<file path="src/hdl/cfd_pkg.sv">
// Shared types, constants and the CRC-16 byte update for the command frame deframer.
// No dependencies; compiled first.
`default_nettype none

package cfd_pkg;

   localparam int MAX_FRAME_BYTES = 258;
   localparam int HEADER_BYTES    = 10;
   localparam int COUNT_W         = 9;

   localparam logic [7:0]         SYNC_RESET  = 8'hAA;
   localparam logic [15:0]        CRC_POLY    = 16'h1021;
   localparam logic [COUNT_W-1:0] MAX_COUNT   = COUNT_W'(MAX_FRAME_BYTES);
   localparam logic [COUNT_W-1:0] HDR_COUNT   = COUNT_W'(HEADER_BYTES);

   // byte positions inside the header
   localparam logic [COUNT_W-1:0] POS_SYNC2   = COUNT_W'(1);
   localparam logic [COUNT_W-1:0] POS_TYPE    = COUNT_W'(2);
   localparam logic [COUNT_W-1:0] POS_BOX_HI  = COUNT_W'(3);
   localparam logic [COUNT_W-1:0] POS_BOX_LO  = COUNT_W'(4);
   localparam logic [COUNT_W-1:0] POS_STATUS  = COUNT_W'(5);
   localparam logic [COUNT_W-1:0] POS_CRC_HI  = COUNT_W'(6);
   localparam logic [COUNT_W-1:0] POS_CRC_LO  = COUNT_W'(7);
   localparam logic [COUNT_W-1:0] POS_LEN_HI  = COUNT_W'(8);
   localparam logic [COUNT_W-1:0] POS_LEN_LO  = COUNT_W'(9);

   // result queue
   localparam int RSPQ_DEPTH = 4;
   localparam int RSPQ_PTR_W = 2;
   localparam int RSPQ_CNT_W = 3;

   typedef enum logic [1:0] {
      KIND_PAYLOAD  = 2'd0,
      KIND_ACCEPT   = 2'd1,
      KIND_MISMATCH = 2'd2,
      KIND_OVERFLOW = 2'd3
   } kind_type;

   typedef struct packed {
      kind_type    kind;
      logic        last;
      logic [7:0]  payload_byte;
      logic [7:0]  msg_type;
      logic [15:0] msg_box;
      logic [7:0]  frame_status;
      logic [7:0]  payload_length;
      logic [15:0] crc_received;
   } rsp_word_type;

   // up to two result words produced by one accepted input word
   typedef struct packed {
      logic [1:0]   cnt;
      rsp_word_type first;
      rsp_word_type second;
   } push_type;

   // CRC-16, poly 0x1021, MSB first, one byte
   function automatic logic [15:0] crc16_byte(input logic [15:0] crc, input logic [7:0] data);
      logic [15:0] c;
      c = crc ^ {data, 8'h00};
      for (int i = 0; i < 8; i++) begin
         c = c[15] ? ({c[14:0], 1'b0} ^ CRC_POLY) : {c[14:0], 1'b0};
      end
      return c;
   endfunction

endpackage

`default_nettype wire

</file>
<file path="src/hdl/cfd_ifs.sv">
// Handshake channel interfaces: request bytes, result words, sync register writes.
// No package dependency; kind is carried as a plain two-bit field.
`default_nettype none

interface cfd_req_if;
   logic       valid;
   logic       ready;
   logic [7:0] rx_byte;
   modport source (output valid, output rx_byte, input ready);
   modport sink   (input valid, input rx_byte, output ready);
endinterface

interface cfd_rsp_if;
   logic        valid;
   logic        ready;
   logic [1:0]  kind;
   logic        last;
   logic [7:0]  payload_byte;
   logic [7:0]  msg_type;
   logic [15:0] msg_box;
   logic [7:0]  frame_status;
   logic [7:0]  payload_length;
   logic [15:0] crc_received;
   modport source (output valid, output kind, output last, output payload_byte,
                   output msg_type, output msg_box, output frame_status,
                   output payload_length, output crc_received, input ready);
   modport sink   (input valid, input kind, input last, input payload_byte,
                   input msg_type, input msg_box, input frame_status,
                   input payload_length, input crc_received, output ready);
endinterface

interface cfd_csr_if;
   logic       valid;
   logic       ready;
   logic [7:0] sync_byte;
   modport source (output valid, output sync_byte, input ready);
   modport sink   (input valid, input sync_byte, output ready);
endinterface

`default_nettype wire

</file>
<file path="src/hdl/command_frame_deframer_crc16_unit.sv">
// Top level of the command frame deframer with CRC-16 check.
// Depends on cfd_pkg, cfd_ifs, cfd_core and cfd_rsp_queue.
//
//   channel  dir  word                                   accepted when
//   req_if   in   rx_byte                                valid && ready
//   rsp_if   out  kind, last, payload and header fields  valid && ready
//   csr_if   in   sync_byte                              valid && ready (ready tied high)
//
// One received byte is taken per cycle while there is room. It is parsed in the
// same cycle it is accepted and its zero, one or two result words land in a
// four-entry queue. req_if.ready holds while at least two queue entries are free,
// so a byte that yields two words (last payload byte plus frame end) always fits.
// Reset (synchronous, active high) empties the queue, leaves the parser idle and
// loads the sync register with 0xAA. Sink stalls only back up into req_if.ready.
`default_nettype none

module command_frame_deframer_crc16_unit (
   input  wire logic  clock,
   input  wire logic  reset,
   cfd_req_if.sink    req_if,
   cfd_rsp_if.source  rsp_if,
   cfd_csr_if.sink    csr_if
);
   import cfd_pkg::*;

   logic [7:0]   sync_byte_ff;
   logic         req_fire;
   logic         room;
   logic         head_valid;
   push_type     push;
   rsp_word_type head;

   // sync register write port never stalls
   assign csr_if.ready = 1'b1;

   always_ff @(posedge clock) begin
      if (reset) begin
         sync_byte_ff <= SYNC_RESET;
      end else if (csr_if.valid) begin
         sync_byte_ff <= csr_if.sync_byte;
      end
   end

   assign req_if.ready = room;
   assign req_fire     = req_if.valid && room;

   cfd_core u_core (
      .clock     (clock),
      .reset     (reset),
      .req_fire  (req_fire),
      .rx_byte   (req_if.rx_byte),
      .sync_byte (sync_byte_ff),
      .push      (push)
   );

   cfd_rsp_queue u_queue (
      .clock      (clock),
      .reset      (reset),
      .push       (push),
      .room       (room),
      .head_valid (head_valid),
      .head_pop   (rsp_if.ready),
      .head       (head)
   );

   assign rsp_if.valid          = head_valid;
   assign rsp_if.kind           = head.kind;
   assign rsp_if.last           = head.last;
   assign rsp_if.payload_byte   = head.payload_byte;
   assign rsp_if.msg_type       = head.msg_type;
   assign rsp_if.msg_box        = head.msg_box;
   assign rsp_if.frame_status   = head.frame_status;
   assign rsp_if.payload_length = head.payload_length;
   assign rsp_if.crc_received   = head.crc_received;

   // parser produces nothing without an accepted byte
   a_no_push_idle: assert property (@(posedge clock) disable iff (reset)
      !req_fire |-> (push.cnt == 2'd0))
      else $error("result pushed without an accepted byte");

   // queue comes out of reset empty
   a_empty_after_reset: assert property (@(posedge clock)
      (!reset && $past(reset)) |-> !rsp_if.valid)
      else $error("result valid right after reset");

   // overflow drop is always the only and final word of its byte
   a_overflow_last: assert property (@(posedge clock) disable iff (reset)
      (rsp_if.valid && rsp_if.kind == KIND_OVERFLOW) |-> rsp_if.last)
      else $error("overflow word without last");

   // a two-word push is always payload then frame end
   a_pair_order: assert property (@(posedge clock) disable iff (reset)
      (push.cnt == 2'd2) |->
         (push.first.kind == KIND_PAYLOAD && !push.first.last && push.second.last &&
          (push.second.kind == KIND_ACCEPT || push.second.kind == KIND_MISMATCH)))
      else $error("bad two-word result order");

endmodule

`default_nettype wire

</file>
<file path="src/hdl/cfd_core.sv">
// Frame parser: header capture, running CRC, byte count and result word build.
// Depends on cfd_pkg.
`default_nettype none

module cfd_core (
   input  wire logic               clock,
   input  wire logic               reset,
   input  wire logic               req_fire,
   input  wire logic [7:0]         rx_byte,
   input  wire logic [7:0]         sync_byte,
   output cfd_pkg::push_type       push
);
   import cfd_pkg::*;

   logic               in_frame_ff, in_frame_in;
   logic [COUNT_W-1:0] count_ff, count_in;
   logic [15:0]        crc_ff, crc_in;
   logic [7:0]         type_ff, type_in;
   logic [15:0]        box_ff, box_in;
   logic [7:0]         status_ff, status_in;
   logic [15:0]        hcrc_ff, hcrc_in;
   logic [15:0]        len_ff, len_in;

   logic [COUNT_W-1:0] cnt_inc;
   logic [15:0]        crc_next;
   logic [15:0]        crc_first;
   rsp_word_type       end_word;
   rsp_word_type       pay_word;
   logic               frame_done;

   assign cnt_inc   = count_ff + COUNT_W'(1);
   assign crc_next  = crc16_byte(crc_ff, rx_byte);
   assign crc_first = crc16_byte(16'h0000, rx_byte);

   always_comb begin
      in_frame_in = in_frame_ff;
      count_in    = count_ff;
      crc_in      = crc_ff;
      type_in     = type_ff;
      box_in      = box_ff;
      status_in   = status_ff;
      hcrc_in     = hcrc_ff;
      len_in      = len_ff;
      push        = '0;
      end_word    = '0;
      pay_word    = '0;
      frame_done  = 1'b0;

      if (req_fire) begin
         if (!in_frame_ff) begin
            if (rx_byte == sync_byte) begin
               in_frame_in = 1'b1;
               count_in    = COUNT_W'(1);
               crc_in      = crc_first;
            end
         end else if (count_ff >= MAX_COUNT) begin
            // frame too long: drop it on this byte
            in_frame_in       = 1'b0;
            count_in          = '0;
            push.cnt          = 2'd1;
            push.first.kind   = KIND_OVERFLOW;
            push.first.last   = 1'b1;
         end else if (count_ff == POS_SYNC2 && rx_byte != sync_byte) begin
            in_frame_in = 1'b0;
            count_in    = '0;
         end else begin
            count_in = cnt_inc;
            case (count_ff)
               POS_TYPE:               type_in   = rx_byte;
               POS_BOX_HI, POS_BOX_LO: box_in    = {box_ff[7:0], rx_byte};
               POS_STATUS:             status_in = rx_byte;
               POS_CRC_HI, POS_CRC_LO: hcrc_in   = {hcrc_ff[7:0], rx_byte};
               POS_LEN_HI, POS_LEN_LO: len_in    = {len_ff[7:0], rx_byte};
               default:                ;
            endcase

            if (count_ff != POS_CRC_HI && count_ff != POS_CRC_LO) begin
               crc_in = crc_next;
            end

            if (count_ff >= HDR_COUNT) begin
               pay_word.kind         = KIND_PAYLOAD;
               pay_word.payload_byte = rx_byte;
               pay_word.last         = 1'b1;
               push.cnt              = 2'd1;
               push.first            = pay_word;
            end

            frame_done = (cnt_inc >= HDR_COUNT) &&
                         ({8'h00, cnt_inc} == (17'(HEADER_BYTES) + {1'b0, len_in}));

            if (frame_done) begin
               end_word.kind           = (crc_in == hcrc_in) ? KIND_ACCEPT : KIND_MISMATCH;
               end_word.last           = 1'b1;
               end_word.msg_type       = type_in;
               end_word.msg_box        = box_in;
               end_word.frame_status   = status_in;
               end_word.payload_length = len_in[7:0];
               end_word.crc_received   = hcrc_in;
               in_frame_in             = 1'b0;
               count_in                = '0;
               if (push.cnt == 2'd1) begin
                  push.first.last = 1'b0;
                  push.second     = end_word;
                  push.cnt        = 2'd2;
               end else begin
                  push.first = end_word;
                  push.cnt   = 2'd1;
               end
            end
         end
      end
   end

   always_ff @(posedge clock) begin
      if (reset) begin
         in_frame_ff <= 1'b0;
         count_ff    <= '0;
         crc_ff      <= '0;
         type_ff     <= '0;
         box_ff      <= '0;
         status_ff   <= '0;
         hcrc_ff     <= '0;
         len_ff      <= '0;
      end else begin
         in_frame_ff <= in_frame_in;
         count_ff    <= count_in;
         crc_ff      <= crc_in;
         type_ff     <= type_in;
         box_ff      <= box_in;
         status_ff   <= status_in;
         hcrc_ff     <= hcrc_in;
         len_ff      <= len_in;
      end
   end

endmodule

`default_nettype wire

</file>
<file path="src/hdl/cfd_rsp_queue.sv">
// Four-entry result word queue; takes up to two words per cycle, hands out one.
// Depends on cfd_pkg.
`default_nettype none

module cfd_rsp_queue (
   input  wire logic                clock,
   input  wire logic                reset,
   input  wire cfd_pkg::push_type   push,
   output logic                     room,
   output logic                     head_valid,
   input  wire logic                head_pop,
   output cfd_pkg::rsp_word_type    head
);
   import cfd_pkg::*;

   rsp_word_type          slot_ff [RSPQ_DEPTH];
   logic [RSPQ_PTR_W-1:0] wr_ptr_ff, wr_ptr_in;
   logic [RSPQ_PTR_W-1:0] rd_ptr_ff, rd_ptr_in;
   logic [RSPQ_CNT_W-1:0] fill_ff, fill_in;
   logic                  pop;
   logic [RSPQ_PTR_W-1:0] wr_ptr_nxt;

   assign head_valid = (fill_ff != '0);
   assign head       = slot_ff[rd_ptr_ff];
   assign pop        = head_pop && head_valid;
   // two free entries needed, since one word may push two results
   assign room       = (fill_ff <= RSPQ_CNT_W'(RSPQ_DEPTH - 2));
   assign wr_ptr_nxt = wr_ptr_ff + RSPQ_PTR_W'(1);

   always_comb begin
      wr_ptr_in = wr_ptr_ff + RSPQ_PTR_W'(push.cnt);
      rd_ptr_in = rd_ptr_ff + RSPQ_PTR_W'(pop);
      fill_in   = fill_ff + RSPQ_CNT_W'(push.cnt) - RSPQ_CNT_W'(pop);
   end

   always_ff @(posedge clock) begin
      if (push.cnt != 2'd0) begin
         slot_ff[wr_ptr_ff] <= push.first;
      end
      if (push.cnt == 2'd2) begin
         slot_ff[wr_ptr_nxt] <= push.second;
      end
   end

   always_ff @(posedge clock) begin
      if (reset) begin
         wr_ptr_ff <= '0;
         rd_ptr_ff <= '0;
         fill_ff   <= '0;
      end else begin
         wr_ptr_ff <= wr_ptr_in;
         rd_ptr_ff <= rd_ptr_in;
         fill_ff   <= fill_in;
      end
   end

endmodule

`default_nettype wire

</file>
<file path="src/flat_wrapper.sv">
// flat-port wrapper written by rule: the top's interface ports become plain ports
module command_frame_deframer_crc16_unit_flat import cfd_pkg::*;
  (clock, reset, req_if_valid, req_if_rx_byte, req_if_ready, rsp_if_valid, rsp_if_kind, rsp_if_last, rsp_if_payload_byte, rsp_if_msg_type, rsp_if_msg_box, rsp_if_frame_status, rsp_if_payload_length, rsp_if_crc_received, rsp_if_ready, csr_if_valid, csr_if_sync_byte, csr_if_ready);
  cfd_req_if req_if_i ();
  cfd_rsp_if rsp_if_i ();
  cfd_csr_if csr_if_i ();
  input  wire logic clock;
  input  wire logic reset;
  input wire logic [$bits(req_if_i.valid)-1:0] req_if_valid;
  input wire logic [$bits(req_if_i.rx_byte)-1:0] req_if_rx_byte;
  output wire logic [$bits(req_if_i.ready)-1:0] req_if_ready;
  output wire logic [$bits(rsp_if_i.valid)-1:0] rsp_if_valid;
  output wire logic [$bits(rsp_if_i.kind)-1:0] rsp_if_kind;
  output wire logic [$bits(rsp_if_i.last)-1:0] rsp_if_last;
  output wire logic [$bits(rsp_if_i.payload_byte)-1:0] rsp_if_payload_byte;
  output wire logic [$bits(rsp_if_i.msg_type)-1:0] rsp_if_msg_type;
  output wire logic [$bits(rsp_if_i.msg_box)-1:0] rsp_if_msg_box;
  output wire logic [$bits(rsp_if_i.frame_status)-1:0] rsp_if_frame_status;
  output wire logic [$bits(rsp_if_i.payload_length)-1:0] rsp_if_payload_length;
  output wire logic [$bits(rsp_if_i.crc_received)-1:0] rsp_if_crc_received;
  input wire logic [$bits(rsp_if_i.ready)-1:0] rsp_if_ready;
  input wire logic [$bits(csr_if_i.valid)-1:0] csr_if_valid;
  input wire logic [$bits(csr_if_i.sync_byte)-1:0] csr_if_sync_byte;
  output wire logic [$bits(csr_if_i.ready)-1:0] csr_if_ready;
  assign req_if_i.valid = req_if_valid;
  assign req_if_i.rx_byte = req_if_rx_byte;
  assign req_if_ready = req_if_i.ready;
  assign rsp_if_valid = rsp_if_i.valid;
  assign rsp_if_kind = rsp_if_i.kind;
  assign rsp_if_last = rsp_if_i.last;
  assign rsp_if_payload_byte = rsp_if_i.payload_byte;
  assign rsp_if_msg_type = rsp_if_i.msg_type;
  assign rsp_if_msg_box = rsp_if_i.msg_box;
  assign rsp_if_frame_status = rsp_if_i.frame_status;
  assign rsp_if_payload_length = rsp_if_i.payload_length;
  assign rsp_if_crc_received = rsp_if_i.crc_received;
  assign rsp_if_i.ready = rsp_if_ready;
  assign csr_if_i.valid = csr_if_valid;
  assign csr_if_i.sync_byte = csr_if_sync_byte;
  assign csr_if_ready = csr_if_i.ready;
  command_frame_deframer_crc16_unit u_core (.clock(clock), .reset(reset), .req_if(req_if_i), .rsp_if(rsp_if_i), .csr_if(csr_if_i));
endmodule
</file>
<file path="config.mk">
export PLATFORM = sky130hd
export DESIGN_NAME = command_frame_deframer_crc16_unit_flat
export DESIGN_NICKNAME = d
export VERILOG_FILES = /design/src/hdl/cfd_pkg.sv /design/src/hdl/cfd_ifs.sv /design/src/hdl/command_frame_deframer_crc16_unit.sv /design/src/hdl/cfd_core.sv /design/src/hdl/cfd_rsp_queue.sv /design/src/flat_wrapper.sv
export SDC_FILE = /design/constraint.sdc
export NUM_CORES = 1
export LEC_CHECK = 0
export BUFFER_PORTS_ARGS = -buffer_cell sky130_fd_sc_hd__buf_2
export CAP_MARGIN = 20
export CORE_ASPECT_RATIO = 0.8
export CORE_MARGIN = 2
export CORE_UTILIZATION = 57
export CTS_BUF_LIST = sky130_fd_sc_hd__clkbuf_8
export DETAILED_ROUTE_END_ITERATION = 16
export PLACE_DENSITY = 0.75
export SLEW_MARGIN = 20
export SYNTH_ARGS = -nofsm -noshare
export SYNTH_HDL_FRONTEND = slang
export SYNTH_SLANG_ARGS = --single-unit
</file>
<file path="constraint.sdc">
create_clock -name clock -period 16.45 [get_ports clock]
set_input_delay 0.8225 -clock clock [delete_from_list [all_inputs] [get_ports clock]]
set_output_delay 0.8225 -clock clock [all_outputs]
set_load 0.05 [all_outputs]
</file>
Word-level counts from Yosys, hierarchy flattened
Memories as Yosys holds them, arrays and structs flattened. A register that Yosys moved wholly into a read port is not among the register bits.
Cells that the tools add are included.
{"block": "totals", "regBits": 105, "ramBits": 268, "inputBits": 21, "output_inout_bits": 70, "wordCells": 146, "memories": 1}
{"memory": "u_core.u_queue.slot_ff", "words": 4, "word_bits": 67, "rd": 1, "rd_clocked_by_memory_dff": 1, "wr": 2, "line": "cfd_rsp_queue.sv:16", "rtl": "rsp_word_type slot_ff [RSPQ_DEPTH];"}
{"block": "classes", "addsub": 7, "magnitude_cmp": 4, "eq_ne": 19, "n_mux": 70, "bitwise": 19, "reduce_logical": 14}
{"op": "two-way mux 136 bit", "n": 4}
{"op": "two-way mux 16 bit", "n": 20}
{"op": "two-way mux 69 bit", "n": 4}
{"op": "two-way mux 13 bit", "n": 16}
{"op": "two-way mux 131 bit", "n": 1}
{"op": "two-way mux 68 bit", "n": 1}
{"op": "two-way mux 67 bit", "n": 1}
{"op": "two-way mux 64 bit", "n": 1}
{"op": "NOT 3 bit", "n": 16}
{"op": "two-way mux 9 bit", "n": 5}
{"op": "equality test 9 x 3 -> 1 bit (second input constant)", "n": 4}
{"op": "equality test 9 x 2 -> 1 bit (second input constant)", "n": 2}
{"op": "equality test 9 x 4 -> 1 bit (second input constant)", "n": 2}
{"op": "greater-or-equal comparator 9 x 4 -> 1 bit (second input constant)", "n": 2}
{"op": "inequality test 9 x 3 -> 1 bit (second input constant)", "n": 2}
{"op": "adder 4 x 16 -> 17 bit (first input constant)", "n": 1}
{"op": "equality test 9 x 17 -> 1 bit", "n": 1}
{"op": "equality test 16 bit", "n": 1}
{"op": "two-way mux 8 bit", "n": 2}
{"op": "bitwise XOR 16 bit", "n": 1}
{"op": "two-way mux 1 bit", "n": 10}
{"op": "adder 9 x 1 -> 9 bit (second input constant)", "n": 1}
{"op": "equality test 9 x 1 -> 1 bit (second input constant)", "n": 1}
{"op": "greater-or-equal comparator 9 bit (second input constant)", "n": 1}
{"op": "other kinds (20)", "n": 33}

Depth between registers and ports, before layout
{"block": "logic_depth", "depth_word": 33, "depth_mapped": 29, "mapped_depth_nobuf": 27}

Hierarchy
From an unflattened synthesis, not the netlist that was laid out.
{"block": "hier_totals", "hier_cells": 1702, "area_unflattened_um2": 20619.8}
{"module": "cfd_rsp_queue", "n_inst": 1, "cells_per_inst": 694, "area_each_um2": 13356.6, "seq_area_each_um2": 8187.9}
{"module": "cfd_core", "n_inst": 1, "cells_per_inst": 979, "area_each_um2": 6949.2, "seq_area_each_um2": 1801.7}
{"module": "command_frame_deframer_crc16_unit", "n_inst": 1, "cells_per_inst": 29, "area_each_um2": 314.1, "seq_area_each_um2": 160.2}

Worst setup path after synthesis
No wires, ideal clock.
{"block": "synth_timing", "kind": "register to register", "start": "register u_core.u_core.count_ff[4]", "end": "memory u_core.u_queue.slot_ff[3][0] (netlist name), enable pin", "setup_ps": 413, "t_arrival_ps": 6655, "t_required_ps": 16037, "setup_slack_ps": 9382, "stages_incl_launch_ff": 25, "n_path_buf": 5, "period_less_slack_ps": 7068, "cell_sequence": "dfxtp_1 buf_2 or4_1 buf_2 nor3_4 buf_2 mux2i_1 inv_1 ha_1 nor2_1 nor4_1 xor2_1 or3_1 o211a_1 a2111o_1 or4_1 buf_2 inv_1 ha_1 o21ai_0 a21oi_1 nand3_1 and2_1 clkbuf_1 inv_1"}
{"element": "start: declaration", "line": "cfd_core.sv:16", "rtl": "logic [COUNT_W-1:0] count_ff, count_in;"}
{"element": "start signal: assignment", "line": "cfd_core.sv:127", "rtl": "count_ff <= count_in;"}
{"element": "end: declaration", "line": "cfd_rsp_queue.sv:16"}

==> qor.txt <==
Final Hold Viols: 0
Top Usage Layer GRT: met1
Synth area leaders: edfxtp_1, dfxtp_1, mux4_2
Critical Path Fanout Max: 59
Peak supply drop: 0.0601 mV
Syn. warnings: 0
Drt wl/cell: 21.3 microns
Port Buffers: 89
CTS tree: built
Synth unique cells: 64
Finished Core Util: 0.629
First-pass GRT wire length: 71800 microns
CTS sink count: 373
Setup TNS: 0 ns
Pwr dens: 106 nW/um^2
Slew of the pin with the lowest slew margin: 1.12 ns
Synth area leader: edfxtp_1
Layout cells sized above 1: 0.158
Starting Density: 0.580
Post-CTS sizing: 0
Final Wtd Congestion: 0.919
Grt met3 use: 0.0431
Crit share post-route: 0.467
Vias in the first global route: 12585
Crit path buf inv count: 4
Die Ht: 164 microns
Post-synth top area share: 0.388
Worst Setup Slack post-DPL: 8.92 ns
Initial antenna violation count: 0
DIE WIDTH: 204 microns
1st-iter DRT viols: 1523
Max Clk Rate: 0.130 GHz
Num rows: 58
Cells after synthesis: 1671
Ant. Diodes: 0
Synth-to-Final Area Change: 8.43%
Number of vias in the routed layout: 13490
Post-synthesis instance area: 18300 sq um
Fin. max-slew vios: 0
Crit path kind: register to register
Top FF cell, synth: edfxtp_1
Crit-path max cell delay: 0.78 ns
Core area: 31500 sq um
HPWL after DPL: 27900 microns
Lkg Pwr: 6.78 nW
Met2 usage: 0.417
Asr flop ratio synth: 0
Worst path arrival time: 7.91 ns
GR Util met1: 0.419
WL final: 46100 microns
Final setup violation count: 0
Post-synth EDFFs: 236
Total global-route track usage: 0.276
MaxCap Viol Count: 0
Net count reported at finish: 1721
Final setup skew: 0.0416 ns
Slew margin rel.: 0.256
Largest net degree at the start of global routing: 87
Number of H-tree levels: 2
Drt drc: 0
CP max stage cell: or4_1
Top cell family by delay on the critical path: simple AND/OR/NAND/NOR gates
Io pins: 91
Clk buf depth: 3
CTS Hold Bufs: 0
Min Tclk post-route: 7.68 ns
Pre-Repair DR Iteration Count: 7
CP startpoint kind: register
Critical path cell sequence: or4_1 > nor3_4 > mux2i_1 > inv_1 > ha_1 > nor2_1 > nor4_1 > xor2_1 > or3_1 > o211a_1 > a2111o_1 > or4_1 > inv_1 > ha_1 > o21ai_0 > a21oi_1 > nand3_1 > and2_1 > inv_2 > buf_4
Worst hold slack: 0.407 ns
Antenna viol nets, final: 0
Setup crit end kind: register
Final Instance Area: 19800 sq um
Via-per-instance ratio: 6.25
GRT overflow: 0
RSZ-0062 raised after global routing: no
CTS buffer count: 58
Setup ws final: 8.77 ns
Clock Latency Late Sink: 0.64 ns
Syn nets: 1704
CP required: 16.68 ns
Status: finished clean
Register area share after synthesis: 0.538
Placed Area: 18600 sq um
Clock root buffer: clkbuf_8
Syn_area_per_cell: 10.9 sq um
Die area: 33500 sq um
Seq cells post-synth: 373
Worst-path clk slew: 0.06 ns
Worst Hold Class: primary input to register
Post-CTS setup buffer count: 0
[where the power goes]
part | internal, mW | switching [mW]
Sequential | 0.990 | 0.0394
Combinational | 0.108 | 0.190
Clock | 0.405 | 0.372
Total | 1.50 | 0.601
[Yosys cell counts (3+ instances only)]
cell type and count:
mux4_2 67, a32oi_1 4, and2_1 7, nor2b_1 11, edfxtp_1 236, o211ai_1 5, nand3_1 34, nor2_1 159
xnor2_1 81, or2_2 4, o21ai_1 10, a21oi_1 104, nor3_2 3, a211o_1 6, dfxtp_1 137, buf_2 6
and3_1 3, clkbuf_1 101, nor3b_1 3, nor3_1 162, o31ai_1 6, nand2_1 175, buf_4 3, o22ai_1 9
inv_1 17, a31oi_1 8, nand2b_4 3, a211oi_1 12, ha_1 11, xor2_1 28, or3_1 6, nor4_1 9
o21ai_0 80, a221oi_1 4, nand3b_1 5, buf_1 15, buf_6 23, a21o_1 4, nand4_1 13, mux2i_1 62
or4_1 7
[worst paths after layout]
path                                            from                                 endpoint  slack (ns)  cells past startpoint
max           u_core.u_core.count_ff[5]$_SDFFE_PP0P_  u_core.u_queue.slot_ff[3][50]$_DFFE_PP_        8.77                     20
min                              csr_if_sync_byte[5]      u_core.sync_byte_ff[5]$_SDFFE_PP1P_        0.41                      2
max reg2reg   u_core.u_core.count_ff[5]$_SDFFE_PP0P_  u_core.u_queue.slot_ff[3][50]$_DFFE_PP_        8.77                     20
min reg2reg  u_core.u_core.status_ff[0]$_SDFFE_PP0P_  u_core.u_core.status_ff[0]$_SDFFE_PP0P_        0.46                      2
[registers in the layout, summed over array words and instances, names as in the netlist]
name	count
u_core.u_core.in_frame_ff	1
u_core.u_queue.slot_ff	268
u_core.u_core.type_ff	8
u_core.u_core.count_ff	9
u_core.u_core.box_ff	16
u_core.u_queue.fill_ff	3
u_core.u_queue.wr_ptr_ff	2
u_core.u_core.status_ff	8
u_core.u_queue.rd_ptr_ff	2
u_core.u_core.crc_ff	16
u_core.sync_byte_ff	8
u_core.u_core.len_ff	16
u_core.u_core.hcrc_ff	16
[metal layers]
| layer | up-vias | routed length, microns |
|---|---|---|
| met5 | - | 0 |
| met4 | 0 | 976 |
| met3 | 85 | 4360 |
| met2 | 672 | 20600 |
| met1 | 6588 | 20100 |
| li1 | 6145 | - |
[cell type report]
cell class,instances,area [sq um]
fillers,2478,11700
flip-flops and latches,373,9840
multi-input cells,1133,7650
clock buffers,67,922
repair buffers,105,568
well taps,420,526
clock inverters,43,244
inverters,17,63.8
[per-stage QoR]
| stage | instances | power (mW) |
|---|---|---|
| final | 2158 | 2.10 |
| after global routing | 2158 | 2.18 |
| after CTS | 2158 | 2.11 |
| after detailed placement | 2048 | 1.35 |
| after global placement | 2048 | 1.35 |
| after floorplan | 1671 | 1.28 |
[cell families (layout without fill, tap and decap cells)]
family | Yosys count | in the layout | share of synthesized area
AO/OA/AOI/OAI | 269 | 269 | 0.0851
multiplexers | 130 | 130 | 0.117
flip-flops | 373 | 373 | 0.538
AND/OR/NAND/NOR | 612 | 612 | 0.154
other | 1 | 1 | 0.000205
adder cells (fa/ha/maj) | 12 | 12 | 0.00863
XOR/XNOR | 109 | 109 | 0.0522
buffers and inverters | 165 | 232 | 0.0444
[layout by cell type, fill, tap and decap left out, types with 80 or more instances in the layout]
cell type and n:
a21oi_1 104, dfxtp_1 135, buf_2 88, xnor2_1 81
edfxtp_1 236, nor2_1 159, o21ai_0 80, nand2_1 173
nor3_1 162
No activity file was read; power rests on OpenSTA's default activity.
